[src/hw/rtl/stack_light_sequencer_defines.svh]
// Assertion macros used by the stack light sequencer top level.
`ifndef STACK_LIGHT_SEQUENCER_DEFINES_SVH
`define STACK_LIGHT_SEQUENCER_DEFINES_SVH

// Property that must hold at every clock edge outside reset.
`define SLSEQ_ASSERT(lbl, prop, msg) \
  lbl: assert property (@(posedge clk_i) disable iff (!rst_ni) (prop)) \
    else $error(msg);

// Condition that must never be seen outside reset.
`define SLSEQ_ASSERT_NEVER(lbl, cond, msg) \
  lbl: assert property (@(posedge clk_i) disable iff (!rst_ni) !(cond)) \
    else $error(msg);

`endif

[src/hw/rtl/slseq_pkg.sv]
// Types, constants and table functions of the stack light sequencer.
package slseq_pkg;

  localparam int TIMER_BITS  = 16;
  localparam int TEST_PHASES = 22;
  localparam int PHASE_W     = $clog2(TEST_PHASES + 1);
  localparam int CMP_W       = (TIMER_BITS > 16) ? TIMER_BITS : 16;
  localparam int OUT_W       = 12;
  localparam int OUT_DATA_W  = ((OUT_W + 7) / 8) * 8;
  localparam int IN_W        = 5;
  localparam int IN_DATA_W   = ((IN_W + 7) / 8) * 8;

  // Configuration register indexes.
  typedef enum logic [2:0] {
    REG_ACTIVE_LOW = 3'd0,
    REG_SLOW_FLASH = 3'd1,
    REG_FAST_FLASH = 3'd2,
    REG_BOOT_ALL_ON = 3'd3,
    REG_BOOT_STEP  = 3'd4
  } reg_e;

  localparam logic        RST_ACTIVE_LOW  = 1'b1;
  localparam logic [15:0] RST_SLOW_FLASH  = 16'd500;
  localparam logic [15:0] RST_FAST_FLASH  = 16'd150;
  localparam logic [15:0] RST_BOOT_ALL_ON = 16'd1000;
  localparam logic [15:0] RST_BOOT_STEP   = 16'd500;

  typedef enum logic [2:0] {
    ACT_TICK       = 3'd0,
    ACT_SET_STATE  = 3'd1,
    ACT_SELF_TEST  = 3'd2,
    ACT_ALL_ON     = 3'd3,
    ACT_FORCE_OFF  = 3'd4,
    ACT_COLOR_TEST = 3'd5,
    ACT_BOOT_START = 3'd6,
    ACT_BOOT_STOP  = 3'd7
  } act_e;

  typedef enum logic [2:0] {
    PAT_OFF   = 3'd0,
    PAT_SOLID = 3'd1,
    PAT_SLOW  = 3'd2,
    PAT_FAST  = 3'd3,
    PAT_ALT   = 3'd4
  } pat_e;

  typedef enum logic [1:0] {
    MODE_NORMAL = 2'd0,
    MODE_BOOT   = 2'd1,
    MODE_TEST   = 2'd2,
    MODE_ALL_ON = 2'd3
  } mode_e;

  typedef enum logic [1:0] {
    CH_OFF = 2'd0,
    CH_ON  = 2'd1,
    CH_FL  = 2'd2
  } ch_e;

  localparam logic [1:0] COL_NONE   = 2'd0;
  localparam logic [1:0] COL_RED    = 2'd1;
  localparam logic [1:0] COL_YELLOW = 2'd2;
  localparam logic [1:0] COL_GREEN  = 2'd3;

  // Relay drive bits: bit 0 red, bit 1 yellow, bit 2 green.
  localparam logic [2:0] DRV_OFF    = 3'b000;
  localparam logic [2:0] DRV_RED    = 3'b001;
  localparam logic [2:0] DRV_YELLOW = 3'b010;
  localparam logic [2:0] DRV_GREEN  = 3'b100;
  localparam logic [2:0] DRV_ALL    = 3'b111;

  typedef struct packed {
    logic ctest;
    logic forced;
    logic allon;
    logic test;
    logic boot;
  } mode_flags_t;

  typedef struct packed {
    logic       ctest;
    logic       forced;
    pat_e       pattern;
    logic [1:0] color;
  } saved_t;

  typedef struct packed {
    logic [1:0]            color;
    pat_e                  pattern;
    mode_flags_t           flags;
    logic                  flash_on;
    logic [TIMER_BITS-1:0] flash_el;
    logic [PHASE_W-1:0]    phase;
    logic [TIMER_BITS-1:0] phase_el;
    logic                  boot_cyc;
    logic [1:0]            boot_step;
    logic [TIMER_BITS-1:0] boot_el;
    saved_t                saved;
    logic [2:0]            drive;
  } seq_state_t;

  typedef struct packed {
    act_e       action;
    logic [2:0] pattern;
    logic [1:0] color;
  } item_t;

  // Result word, lowest field in the lowest bits.
  typedef struct packed {
    logic [2:0] pattern;
    logic [1:0] color;
    logic       ctest;
    logic       forced;
    mode_e      mode;
    logic       green;
    logic       yellow;
    logic       red;
  } result_t;

  typedef struct packed {
    ch_e green;
    ch_e yellow;
    ch_e red;
  } test_row_t;

  // Sequencer state after reset: everything clear except the flash phase.
  function automatic seq_state_t reset_state();
    seq_state_t s;
    s          = '0;
    s.flash_on = 1'b1;
    return s;
  endfunction

  function automatic logic [2:0] one_hot(input logic [1:0] color);
    logic [2:0] d;
    case (color)
      COL_RED:    d = DRV_RED;
      COL_YELLOW: d = DRV_YELLOW;
      COL_GREEN:  d = DRV_GREEN;
      default:    d = DRV_OFF;
    endcase
    return d;
  endfunction

  function automatic pat_e clean_pattern(input logic [2:0] p);
    pat_e r;
    case (p)
      PAT_SOLID: r = PAT_SOLID;
      PAT_SLOW:  r = PAT_SLOW;
      PAT_FAST:  r = PAT_FAST;
      PAT_ALT:   r = PAT_ALT;
      default:   r = PAT_OFF;
    endcase
    return r;
  endfunction

  function automatic logic [TIMER_BITS-1:0] bump(input logic [TIMER_BITS-1:0] v);
    return (v == {TIMER_BITS{1'b1}}) ? v : v + 1'b1;
  endfunction

  function automatic logic due(input logic [TIMER_BITS-1:0] el, input logic [15:0] period);
    return CMP_W'(el) >= CMP_W'(period);
  endfunction

  // Self-test lamp table; odd phases and phases past the table are dark.
  function automatic test_row_t test_row(input logic [PHASE_W-1:0] phase);
    test_row_t r;
    case (phase)
      PHASE_W'(0):  r = '{green: CH_ON,  yellow: CH_ON,  red: CH_ON};
      PHASE_W'(2):  r = '{green: CH_OFF, yellow: CH_OFF, red: CH_ON};
      PHASE_W'(4):  r = '{green: CH_OFF, yellow: CH_ON,  red: CH_OFF};
      PHASE_W'(6):  r = '{green: CH_ON,  yellow: CH_OFF, red: CH_OFF};
      PHASE_W'(8):  r = '{green: CH_OFF, yellow: CH_OFF, red: CH_FL};
      PHASE_W'(10): r = '{green: CH_OFF, yellow: CH_FL,  red: CH_OFF};
      PHASE_W'(12): r = '{green: CH_FL,  yellow: CH_OFF, red: CH_OFF};
      PHASE_W'(14): r = '{green: CH_OFF, yellow: CH_FL,  red: CH_ON};
      PHASE_W'(16): r = '{green: CH_OFF, yellow: CH_ON,  red: CH_FL};
      PHASE_W'(18): r = '{green: CH_FL,  yellow: CH_FL,  red: CH_OFF};
      PHASE_W'(20): r = '{green: CH_FL,  yellow: CH_FL,  red: CH_FL};
      default:      r = '{green: CH_OFF, yellow: CH_OFF, red: CH_OFF};
    endcase
    return r;
  endfunction

  function automatic logic [15:0] test_len(input logic [PHASE_W-1:0] phase);
    logic [15:0] n;
    case (phase)
      PHASE_W'(0):  n = 16'd1000;
      PHASE_W'(2),
      PHASE_W'(4),
      PHASE_W'(6):  n = 16'd700;
      PHASE_W'(8),
      PHASE_W'(10),
      PHASE_W'(12),
      PHASE_W'(14),
      PHASE_W'(16),
      PHASE_W'(18),
      PHASE_W'(20): n = 16'd2000;
      default:      n = 16'd300;
    endcase
    return n;
  endfunction

  function automatic logic lamp(input ch_e ch, input logic flash_on);
    return (ch == CH_ON) || ((ch == CH_FL) && flash_on);
  endfunction

  function automatic logic [2:0] test_drive(input test_row_t r, input logic flash_on);
    return {lamp(r.green, flash_on), lamp(r.yellow, flash_on), lamp(r.red, flash_on)};
  endfunction

  function automatic mode_e mode_of(input mode_flags_t f);
    mode_e m;
    if (f.boot) begin
      m = MODE_BOOT;
    end else if (f.test) begin
      m = MODE_TEST;
    end else if (f.allon) begin
      m = MODE_ALL_ON;
    end else begin
      m = MODE_NORMAL;
    end
    return m;
  endfunction

endpackage

[src/hw/rtl/stack_light_sequencer.sv]
// Top level of the stack light sequencer: relay pattern and test sequencer.
//
//  Channel   | Direction | Handshake                   | Payload
//  ----------+-----------+-----------------------------+--------------------------------
//  s_axis    | in        | s_axis_tvalid/s_axis_tready | tuser: action; tdata: color, pattern
//  m_axis    | out       | m_axis_tvalid/m_axis_tready | tdata: levels, mode, flags, signal
//  cfg       | in        | cfg_valid_i/cfg_ready_o     | cfg_index_i, cfg_data_i
//
// One item is taken in every cycle while the output is not stalled. An accepted
// transfer is held in the input register, where the state update and the result
// are computed in a single pass; the result is then captured in the result
// register, which drives output valid. Reset clears the valid flags and the
// sequencer state (the flash phase starts on) and loads the configuration reset
// values; the item and result data registers are not reset, but no clearing
// pass is needed. A stalled output holds the result register and the input
// register, and input ready drops only while both are full.
module stack_light_sequencer (
  input  logic        clk_i,
  input  logic        rst_ni,

  input  logic        s_axis_tvalid,
  output logic        s_axis_tready,
  // tdata: [1:0] color, [4:2] pattern, [7:5] zero
  input  logic [slseq_pkg::IN_DATA_W-1:0] s_axis_tdata,
  // tuser: [2:0] action
  input  logic [2:0]  s_axis_tuser,

  output logic        m_axis_tvalid,
  input  logic        m_axis_tready,
  // tdata: [0] red_level, [1] yellow_level, [2] green_level, [4:3] active_mode,
  //        [5] forced_off_flag, [6] color_test_flag, [8:7] current_color,
  //        [11:9] current_pattern, [15:12] zero
  output logic [slseq_pkg::OUT_DATA_W-1:0] m_axis_tdata,

  input  logic        cfg_valid_i,
  output logic        cfg_ready_o,
  input  logic [2:0]  cfg_index_i,
  input  logic [15:0] cfg_data_i
);

  // Configuration registers. Writes must arrive only while the block is idle;
  // the block itself does not enforce this. The port is always ready.
  logic        active_low_q;
  logic [15:0] slow_flash_q;
  logic [15:0] fast_flash_q;
  logic [15:0] boot_all_on_q;
  logic [15:0] boot_step_q;

  assign cfg_ready_o = 1'b1;

  always_ff @(posedge clk_i or negedge rst_ni) begin
    if (!rst_ni) begin
      active_low_q  <= slseq_pkg::RST_ACTIVE_LOW;
      slow_flash_q  <= slseq_pkg::RST_SLOW_FLASH;
      fast_flash_q  <= slseq_pkg::RST_FAST_FLASH;
      boot_all_on_q <= slseq_pkg::RST_BOOT_ALL_ON;
      boot_step_q   <= slseq_pkg::RST_BOOT_STEP;
    end else if (cfg_valid_i && cfg_ready_o) begin
      case (slseq_pkg::reg_e'(cfg_index_i))
        slseq_pkg::REG_ACTIVE_LOW:  active_low_q  <= cfg_data_i[0];
        slseq_pkg::REG_SLOW_FLASH:  slow_flash_q  <= cfg_data_i;
        slseq_pkg::REG_FAST_FLASH:  fast_flash_q  <= cfg_data_i;
        slseq_pkg::REG_BOOT_ALL_ON: boot_all_on_q <= cfg_data_i;
        slseq_pkg::REG_BOOT_STEP:   boot_step_q   <= cfg_data_i;
        default: ;
      endcase
    end
  end

  // Input register and output register handshake. The input stage moves on
  // whenever the result register is empty or being drained in this cycle.
  logic              in_vld_q;
  slseq_pkg::item_t  item_q;
  logic              out_vld_q;
  slseq_pkg::result_t res_q;
  slseq_pkg::result_t res_d;
  logic              advance;

  assign advance       = in_vld_q && (!out_vld_q || m_axis_tready);
  assign s_axis_tready = !in_vld_q || advance;
  assign m_axis_tvalid = out_vld_q;
  assign m_axis_tdata  = slseq_pkg::OUT_DATA_W'(res_q);

  always_ff @(posedge clk_i or negedge rst_ni) begin
    if (!rst_ni) begin
      in_vld_q  <= 1'b0;
      out_vld_q <= 1'b0;
    end else begin
      if (s_axis_tvalid && s_axis_tready) begin
        in_vld_q <= 1'b1;
      end else if (advance) begin
        in_vld_q <= 1'b0;
      end
      if (advance) begin
        out_vld_q <= 1'b1;
      end else if (m_axis_tready) begin
        out_vld_q <= 1'b0;
      end
    end
  end

  always_ff @(posedge clk_i) begin
    if (s_axis_tvalid && s_axis_tready) begin
      item_q.action  <= slseq_pkg::act_e'(s_axis_tuser);
      item_q.color   <= s_axis_tdata[1:0];
      item_q.pattern <= s_axis_tdata[4:2];
    end
    if (advance) begin
      res_q <= res_d;
    end
  end

  // Sequencer state. Every field is architectural, so all of it is reset.
  slseq_pkg::seq_state_t st_q;
  slseq_pkg::seq_state_t st_d;

  always_ff @(posedge clk_i or negedge rst_ni) begin
    if (!rst_ni) begin
      st_q <= slseq_pkg::reset_state();
    end else begin
      st_q <= st_d;
    end
  end

  // Single-pass update: the item in the input register moves the state on by
  // one step, and the result is taken from the updated state.
  always_comb begin
    st_d = st_q;
    if (advance) begin
      case (item_q.action)
        slseq_pkg::ACT_TICK: begin
          // All three elapsed counters run on every tick, whatever the mode.
          st_d.flash_el = slseq_pkg::bump(st_q.flash_el);
          st_d.phase_el = slseq_pkg::bump(st_q.phase_el);
          st_d.boot_el  = slseq_pkg::bump(st_q.boot_el);
          if (st_q.flags.boot) begin
            if (!st_q.boot_cyc && !slseq_pkg::due(st_d.boot_el, boot_all_on_q)) begin
              st_d.drive = slseq_pkg::DRV_ALL;
            end else begin
              if (!st_q.boot_cyc) begin
                // All-on phase is over: start the color cycle at red.
                st_d.boot_cyc  = 1'b1;
                st_d.boot_step = 2'd0;
                st_d.boot_el   = '0;
              end
              if (slseq_pkg::due(st_d.boot_el, boot_step_q)) begin
                st_d.boot_step = (st_d.boot_step >= 2'd2) ? 2'd0 : st_d.boot_step + 2'd1;
                st_d.boot_el   = '0;
              end
              st_d.drive = slseq_pkg::DRV_RED << st_d.boot_step;
            end
          end else if (st_q.flags.test) begin
            if (slseq_pkg::due(st_d.phase_el, slseq_pkg::test_len(st_q.phase))) begin
              st_d.phase    = st_q.phase + 1'b1;
              st_d.phase_el = '0;
            end
            if (st_d.phase >= slseq_pkg::PHASE_W'(slseq_pkg::TEST_PHASES)) begin
              // End of the table: bring back the signal held before the test.
              st_d.flags        = '0;
              st_d.color        = st_q.saved.color;
              st_d.pattern      = st_q.saved.pattern;
              st_d.flags.forced = st_q.saved.forced;
              st_d.flags.ctest  = st_q.saved.ctest;
              st_d.flash_on     = 1'b1;
              st_d.flash_el     = '0;
              st_d.drive        = slseq_pkg::one_hot(st_q.saved.color);
            end else begin
              if (slseq_pkg::due(st_d.flash_el, slow_flash_q)) begin
                st_d.flash_on = !st_q.flash_on;
                st_d.flash_el = '0;
              end
              st_d.drive = slseq_pkg::test_drive(slseq_pkg::test_row(st_d.phase),
                                                 st_d.flash_on);
            end
          end else if (st_q.flags.allon) begin
            st_d.drive = slseq_pkg::DRV_ALL;
          end else begin
            case (st_q.pattern)
              slseq_pkg::PAT_SOLID: begin
                st_d.drive = slseq_pkg::one_hot(st_q.color);
              end
              slseq_pkg::PAT_SLOW: begin
                // The slow and fast flashing patterns only touch the relays when the phase flips.
                if (slseq_pkg::due(st_d.flash_el, slow_flash_q)) begin
                  st_d.flash_on = !st_q.flash_on;
                  st_d.flash_el = '0;
                  st_d.drive    = st_d.flash_on ? slseq_pkg::one_hot(st_q.color)
                                                : slseq_pkg::DRV_OFF;
                end
              end
              slseq_pkg::PAT_FAST: begin
                if (slseq_pkg::due(st_d.flash_el, fast_flash_q)) begin
                  st_d.flash_on = !st_q.flash_on;
                  st_d.flash_el = '0;
                  st_d.drive    = st_d.flash_on ? slseq_pkg::one_hot(st_q.color)
                                                : slseq_pkg::DRV_OFF;
                end
              end
              slseq_pkg::PAT_ALT: begin
                // Alternating ignores the stored color: red, then yellow.
                if (slseq_pkg::due(st_d.flash_el, fast_flash_q)) begin
                  st_d.flash_on = !st_q.flash_on;
                  st_d.flash_el = '0;
                end
                st_d.drive = st_d.flash_on ? slseq_pkg::DRV_RED : slseq_pkg::DRV_YELLOW;
              end
              default: begin
                st_d.drive = slseq_pkg::DRV_OFF;
              end
            endcase
          end
        end
        slseq_pkg::ACT_SET_STATE: begin
          // The color lights at once; the pattern takes over on the next tick.
          st_d.flags    = '0;
          st_d.color    = item_q.color;
          st_d.pattern  = slseq_pkg::clean_pattern(item_q.pattern);
          st_d.flash_on = 1'b1;
          st_d.flash_el = '0;
          st_d.drive    = slseq_pkg::one_hot(item_q.color);
        end
        slseq_pkg::ACT_SELF_TEST: begin
          // A restart during a running test keeps the state saved first.
          if (!st_q.flags.test) begin
            st_d.saved.color   = st_q.color;
            st_d.saved.pattern = st_q.pattern;
            st_d.saved.forced  = st_q.flags.forced;
            st_d.saved.ctest   = st_q.flags.ctest;
          end
          st_d.flags      = '0;
          st_d.flags.test = 1'b1;
          st_d.phase      = '0;
          st_d.phase_el   = '0;
          st_d.flash_on   = 1'b1;
          st_d.flash_el   = '0;
        end
        slseq_pkg::ACT_ALL_ON: begin
          st_d.flags       = '0;
          st_d.flags.allon = 1'b1;
          st_d.drive       = slseq_pkg::DRV_ALL;
        end
        slseq_pkg::ACT_FORCE_OFF: begin
          st_d.flags        = '0;
          st_d.flags.forced = 1'b1;
          st_d.color        = slseq_pkg::COL_NONE;
          st_d.pattern      = slseq_pkg::PAT_OFF;
          st_d.flash_on     = 1'b1;
          st_d.flash_el     = '0;
          st_d.drive        = slseq_pkg::DRV_OFF;
        end
        slseq_pkg::ACT_COLOR_TEST: begin
          st_d.flags       = '0;
          st_d.flags.ctest = 1'b1;
          st_d.color       = item_q.color;
          st_d.pattern     = slseq_pkg::PAT_SOLID;
          st_d.flash_on    = 1'b1;
          st_d.flash_el    = '0;
          st_d.drive       = slseq_pkg::one_hot(item_q.color);
        end
        slseq_pkg::ACT_BOOT_START: begin
          st_d.flags      = '0;
          st_d.flags.boot = 1'b1;
          st_d.boot_cyc   = 1'b0;
          st_d.boot_step  = 2'd0;
          st_d.boot_el    = '0;
          st_d.drive      = slseq_pkg::DRV_ALL;
        end
        slseq_pkg::ACT_BOOT_STOP: begin
          st_d.flags.boot = 1'b0;
        end
        default: ;
      endcase
    end
  end

  // Result fields come from the updated state; polarity is applied here.
  always_comb begin
    res_d.red     = st_d.drive[0] ^ active_low_q;
    res_d.yellow  = st_d.drive[1] ^ active_low_q;
    res_d.green   = st_d.drive[2] ^ active_low_q;
    res_d.mode    = slseq_pkg::mode_of(st_d.flags);
    res_d.forced  = st_d.flags.forced;
    res_d.ctest   = st_d.flags.ctest;
    res_d.color   = st_d.color;
    res_d.pattern = st_d.pattern;
  end

  `include "stack_light_sequencer_defines.svh"

  `SLSEQ_ASSERT(a_flags_exclusive, $onehot0(st_q.flags), "more than one mode flag is set")
  `SLSEQ_ASSERT(a_result_follows, advance |=> out_vld_q, "processed item produced no result")
  `SLSEQ_ASSERT(a_stall_holds_item, (in_vld_q && out_vld_q && !m_axis_tready) |=> in_vld_q, "item dropped while output stalled")
  `SLSEQ_ASSERT_NEVER(a_boot_step_range, st_q.boot_step == 2'd3, "boot step left the color cycle")
  `SLSEQ_ASSERT(a_test_phase_range, st_q.flags.test |-> (st_q.phase < slseq_pkg::PHASE_W'(slseq_pkg::TEST_PHASES)), "self test ran past its last phase")

endmodule

[config.mk]
export PLATFORM = sky130hd
export DESIGN_NAME = stack_light_sequencer
export DESIGN_NICKNAME = d
export VERILOG_FILES = /design/src/hw/rtl/slseq_pkg.sv /design/src/hw/rtl/stack_light_sequencer.sv
export VERILOG_INCLUDE_DIRS = /design/src /design/src/hw/rtl
export SDC_FILE = /design/constraint.sdc
export NUM_CORES = 1
export LEC_CHECK = 0
export BUFFER_PORTS_ARGS = -buffer_cell sky130_fd_sc_hd__buf_2
export CORE_MARGIN = 10
export CORE_UTILIZATION = 28
export DETAILED_ROUTE_END_ITERATION = 16
export SLEW_MARGIN = 15
export SYNTH_ARGS = -nofsm -noshare
export SYNTH_HDL_FRONTEND = slang
export SYNTH_SLANG_ARGS = --single-unit
[constraint.sdc]
create_clock -name clk_i -period 10.7 [get_ports clk_i]
set_input_delay 1.07 -clock clk_i [delete_from_list [all_inputs] [get_ports clk_i]]
set_output_delay 1.07 -clock clk_i [all_outputs]
set_load 0.01 [all_outputs]
Word level (Yosys, flattened, before mapping)
Memories as Yosys holds them, arrays and structs flattened.
Index checks and enable logic that the tools add are counted.

storage, ports and cells
  bits in registers = 164
  memory bits (read-only) = 480
  output and inout bits = 19
  memories = 2

memories
  name             depth  width  read ports  clocked after memory_dff  write ports  line              text
  (no name shown)  32     9      1           0                         0            slseq_pkg.sv:187  case (phase)
  (no name shown)  32     6      1           0                         0            slseq_pkg.sv:168  case (phase)

cells by class
  $add $sub $neg = 5
  order comparisons = 7
  equal/unequal tests = 43
  shift-type cells = 1
  muxes and demuxes = 81
  bitwise gates (word level) = 4
  reduce and logical (&&, ||, !) cells = 40

operators with widths
  cell                     count
  $mux W17                 16
  $mux W21                 6
  $mux W19                 6
  $mux W16                 7
  $mux W18                 6
  $ge A16 B16 Y1           5
  $mux W77                 1
  $pmux W17 S3             1
  $add A16 B1 Y16 const B  3
  $eq A16 B16 Y1 const B   3
  $mux W48                 1
  $pmux W21 S2             1
  $pmux W19 S2             1
  $pmux W3 S4              3
  $pmux W17 S2             1
  $mux W6                  5
  $pmux W3 S3              3
  $eq A3 B2 Y1 const B     8
  $mux W3                  8
  $pmux W4 S6              1
  $eq A3 B3 Y1 const B     7
  $mux W10                 2
  $pmux W5 S4              1
  $eq A2 B2 Y1 const B     9
  other kinds (28)         76

Depth between registers and ports, before layout
An unclocked memory read counts as a cell.

  depth after elaboration = 27
  mapped depth = 22
  mapped depth without buffers = 21

Least setup slack after synthesis
No wires, ideal clock.

  path type = register to register
  start = register st_q[56] in the netlist's numbering
  end = register res_q (netlist bit m_axis_tdata[0]) (data pin)
  setup time = 266 ps
  arrival = 4,405 ps
  data required time = 10,434 ps
  path slack = 6,029 ps
  cell stages (with the launch flop) = 20
  period minus slack after synthesis = 4,671 ps
  cells stage by stage = dfrtp_1 clkbuf_1 and4_1 nand3_1 or4_1 clkbuf_1 nand4_1 nor2_1 xor2_1 ha_1 a21o_1 a211oi_1 o21ai_0 a211oi_1 xor2_1 o21ai_0 a221o_1 o2111ai_1 a31oi_1 xor2_1

RTL lines
  element                 line                          text
  from (decl)             stack_light_sequencer.sv:114  slseq_pkg::seq_state_t st_q;
  from (signal assigned)  stack_light_sequencer.sv:119  st_q <= slseq_pkg::reset_state();
  from (signal assigned)  stack_light_sequencer.sv:121  st_q <= st_d;
  to (signal assigned)    stack_light_sequencer.sv:109  res_q <= res_d;
  to (decl)               stack_light_sequencer.sv:75   slseq_pkg::result_t res_q;

Worst setup path after layout
  start = register st_q[29] in the netlist's numbering
  end = register st_q[64] in the netlist's numbering

between the ends
  word-level cells in the longest chain between the ends = 13
  elaborated cells between the ends (all ways) = 14

ends and longest elaborated chain
  element                                            line                          text
  $add A16 B1 Y16 or $eq A16 B16 Y1 (tied branches)  slseq_pkg.sv:158              return (v == {TIMER_BITS{1'b1}}) ? v : v + 1'b1;
  $mux W16 (*)                                       slseq_pkg.sv:158
  $ge A16 B16 Y1 (*)                                 slseq_pkg.sv:162              return CMP_W'(el) >= CMP_W'(period);
  $mux W21 (*)                                       stack_light_sequencer.sv:153  if (slseq_pkg::due(st_d.phase_el, slseq_pkg::test_len(st_q.phase))) begin
  $mux W21 (*)                                       stack_light_sequencer.sv:152  end else if (st_q.flags.test) begin
  $mux W21 (*)                                       stack_light_sequencer.sv:136  if (st_q.flags.boot) begin
  $mux W21 (*)                                       stack_light_sequencer.sv:130  case (item_q.action)
  $mux W21 (*)                                       stack_light_sequencer.sv:129  if (advance) begin
  $ge A5 B5 Y1 (*)                                   stack_light_sequencer.sv:157  if (st_d.phase >= slseq_pkg::PHASE_W'(slseq_pkg::TEST_PHASES)) begin
  $mux W17 (*)                                       stack_light_sequencer.sv:157
  $mux W17 (*)                                       stack_light_sequencer.sv:152
  $mux W48 (*)                                       stack_light_sequencer.sv:136
  $pmux W17 S2 (*)                                   stack_light_sequencer.sv:130

Mark *: on every way between the ends. The rest lies on a longest branch, timed or not. The select of a mux whose other input is x is not followed.
A chain may end at the register's enable or synchronous reset.

==> flow_summary.yaml <==
status:
  outcome: "completed"
synth:
  yosys.area.top_type_share_pct: 28.82
  ys_types: 79
  avgSynthCellArea_sq_um: 8.937
  synth_seq_area_share_pct: 40.63
  synth_area_sq_mm: 0.01042
  synthCells: 1166
  synth.yosys.warnings: 0
  yosysTopAreaCell: "dfrtp_1"
  synth_area_leaders: "dfrtp_1 29%, ha_1 9.5%, dfstp_2 6.1%"
  synth_edf_count: 20
  synth_most_common_cell: "nand2_1"
  synth_seq_cells: 164
  async_flop_share_pct: 87.80
  synth_commonest_cells: "141 x nand2_1, 120 x dfrtp_1, 113 x o21ai_0"
  ys.flop_type: "dfrtp_1"
floorplanning:
  dieArea_sq_mm: 0.04533
  die_w_um: 212.9
  std_cell_rows: 70
  start_util_pct: 28.39
  die_y_um: 212.9
  core_area_sq_mm: 0.03670
  io_pins: 54
worst_setup_path:
  cp-endpoint: "st_q[64]$_DFFE_PN0P_"
  timing.rr.end: "st_q[64]$_DFFE_PN0P_"
  crit_top_cell: "nand4_1"
  path_depth: 18
  cp_cell_sequence: "ha_1, nand4_1, nor3_1, nand4_1, nand2_1, nor2_1, nand3_1, xnor2_1, ha_1, nand4_1, a21oi_1, a2111oi_0, o2111a_1, nand2_1, o31ai_2, a2111o_1, inv_2, a22o_1"
  cp_slowest_cell: "a2111o_1"
  crit_type: "reg2reg"
  critPathArrivalTime_ns: 6.13
  crit_path_start: "st_q[29]$_DFFE_PN0P_"
  critPathMaxFanout: 19
  timing.rr.start: "st_q[29]$_DFFE_PN0P_"
  r2r_slack_ns: 4.88
  worstRegToRegCells: 18
  endpoint_kind: "flop"
  cp.required_ns: 11.02
  crit_family: "compound AO/OA/AOI/OAI gates"
  start_kind: "flop"
  max_stage_delay_ns: 0.71
  critPathBufInv: 1
pwr:
  p_sw_uw: 482.8
  p_comb_share_pct: 16.6
  p_int_uw: 1140
  p_seq_share_pct: 48.4
  swShare_pct: 29.76
  p_leak_uw: 0.005087
  power_density_mw_per_mm2: 139.9
  ir_drop_v: 0.0001101
  power.share.clock_pct: 35.0
detailed_routing:
  dr.pass1.iters: 5
  drc: 0
  drt-initial-drc-count: 484
  via_count: 8394
  via_per_inst: 5.038
  wl_per_cell_um: 15.32
  finalWirelength_um: 25520
  drtAntennaViolNets: 0
sta:
  drv_slew: 0
  rsz0062_at_grt: "false"
  finalHoldViolations: 0
  final.period_utilization_pct: 54.39
  min_period_ns: 5.819
  worst_slew_margin_rel_pct: 31.91
  finalClockSkew_ns: 0.008184
  finalSetupViolCount: 0
  fmax_ghz: 0.1718
  tightest_slew_ns: 0.9956
  setup_slack_ns: 4.881
  tns_ns: 0
cts:
  cts_sinks: 164
  cts_hold_buf: 0
  cts_resized: 0
  clk_latency_ns: 0.43
  cts_max_level: 4
  cts-root-buf: "clkbuf_16"
  cts_tree: "done"
  clockBufferDepth: 2
  cts_setup_buffers: 0
  numCtsBuffers: 17
  clk_pin_slew_worst_paths_ns: 0.07
place:
  place_congestion: 0.8424
  port_buffers: 45
  dp_hpwl_um: 18880
  dp_slack_ns: 4.909
min_path:
  whs_path_depth: 1
  min_path_type: "reg2reg"
global_route:
  grtUsageTotal_pct: 11.53
  grt_pass1_vias: 8232
  antenna_found_initial: 0
  grt_max_degree: 81
  grt_pass1_wl_um: 42260
  grt-ovfl-total: 0
finish:
  drive_gt1_share_pct: 12.53
  nFillCells: 3754
  fin_nets: 1298
  syn2layout_area_growth_pct: 11.31
run:
  maxCapViolCount: 0
metrics by stage:
stage	cell area [sq um]	std cells	hold slack, ns	total power (uW)	utilization, %
after floorplan	10430	1169	0.4572	968.7	-
after global placement	11060	1633	0.4765	1059	30.14
after detailed placement	11060	1633	0.4879	1068	30.14
after CTS	11600	1665	0.5027	1643	31.60
after global routing	11600	1665	0.5216	1720	31.60
final	11600	1666	0.4995	1623	31.61
power by group through the flow:
stage	registers, uW	clock network, uW	logic (uW)
global placement	795	0	264
finish	786	567	269
global route	797	609	314
CTS	786	583	274
floorplan	779	0	190
detailed placement	797	0	271
cell families (layout without fill, tap and decap cells):
logic type | after synthesis | count (layout) | share of synthesized area [%]
compound gates | 306 | 306 | 18.59
mux | 36 | 36 | 3.806
fa+ha+maj | 79 | 79 | 9.486
flops | 164 | 164 | 40.63
other cells | 2 | 6 | 0.07207
buf+inv | 148 | 176 | 5.595
xor+xnor | 48 | 48 | 4.035
simple gates | 383 | 383 | 17.78
layer usage:
metal | share of wire [%] | wire, um | track usage, % | up-vias
li1 | - | - | - | 4166
met1 | 49 | 12400 | 15.14 | 4067
met2 | 47 | 11950 | 18.69 | 136
met3 | 3.1 | 798 | 2.126 | 25
met4 | 1.5 | 370 | 3.791 | 0
met5 | 0 | 0 | 0 | -
state kept, by name, summed over array words and instances, names as in the netlist, 8 cells and up:
register,cells
m_axis_tdata,12
item_q,8
st_q,77
boot_all_on_q,16
slow_flash_q,16
fast_flash_q,16
boot_step_q,16
layout make-up:
cell class | count | area (sq um) | area share, %
inverters | 95 | 356.6 | 3.074
well taps | 468 | 585.6 | 5.049
clock inverters | 14 | 105.1 | 0.9062
diodes | 1 | 2.502 | 0.02158
clock buffers | 18 | 429.2 | 3.700
multi-input cells | 857 | 5624 | 48.49
repair buffers | 49 | 261.5 | 2.255
flip-flops and latches | 164 | 4234 | 36.50
worst min-delay path by stage:
| stage | from | to | slack (ns) |
|---|---|---|---|
| 2_1_floorplan | in_vld_q$_DFFE_PN0P_ | m_axis_tvalid$_DFFE_PN0P_ | 0.46 |
| 3_3_place_gp | in_vld_q$_DFFE_PN0P_ | m_axis_tvalid$_DFFE_PN0P_ | 0.48 |
| 3_5_place_dp | st_q[9]$_DFFE_PN0P_ | st_q[9]$_DFFE_PN0P_ | 0.49 |
| 4_1_cts | st_q[9]$_DFFE_PN0P_ | st_q[9]$_DFFE_PN0P_ | 0.50 |
| 5_1_grt | st_q[9]$_DFFE_PN0P_ | st_q[9]$_DFFE_PN0P_ | 0.52 |
| 6_report | st_q[9]$_DFFE_PN0P_ | st_q[9]$_DFFE_PN0P_ | 0.50 |
worst register-to-register path, cell delays in order (launching register included):
cell and delay (ns):
dfrtp_1 0.46, ha_1 0.32, nand4_1 0.23, nor3_1 0.33, nand4_1 0.25, nand2_1 0.16
nor2_1 0.08, nand3_1 0.18, xnor2_1 0.16, ha_1 0.28, nand4_1 0.16, a21oi_1 0.06
a2111oi_0 0.64, o2111a_1 0.31, nand2_1 0.30, o31ai_2 0.57, a2111o_1 0.71, inv_2 0.25
a22o_1 0.25
cell usage in the layout, fill, tap and decap left out, types with 5 or more instances in the layout:
master / n
nand4_1: 16
nand3_1: 33
mux2_2: 29
clkbuf_16: 17
o21ai_0: 113
xnor2_1: 24
o31ai_1: 14
a2111oi_0: 5
edfxtp_1: 20
nor2_1: 86
nand2_1: 141
nor3_1: 15
buf_2: 44
a22o_1: 14
nor4_1: 7
nor2b_1: 12
and3_1: 10
o211ai_1: 6
xor2_1: 24
nand2b_1: 15
a31oi_1: 12
and2_1: 10
a21oi_1: 52
o2111ai_1: 7
a211oi_1: 7
ha_1: 79
o21ai_1: 11
conb_1: 5
inv_1: 93
a21o_1: 15
dfrtp_1: 120
mux2i_1: 7
o21a_1: 6
or3_1: 8
dfstp_2: 24
nand3b_1: 5
Power figures use the tool's default switching activity.
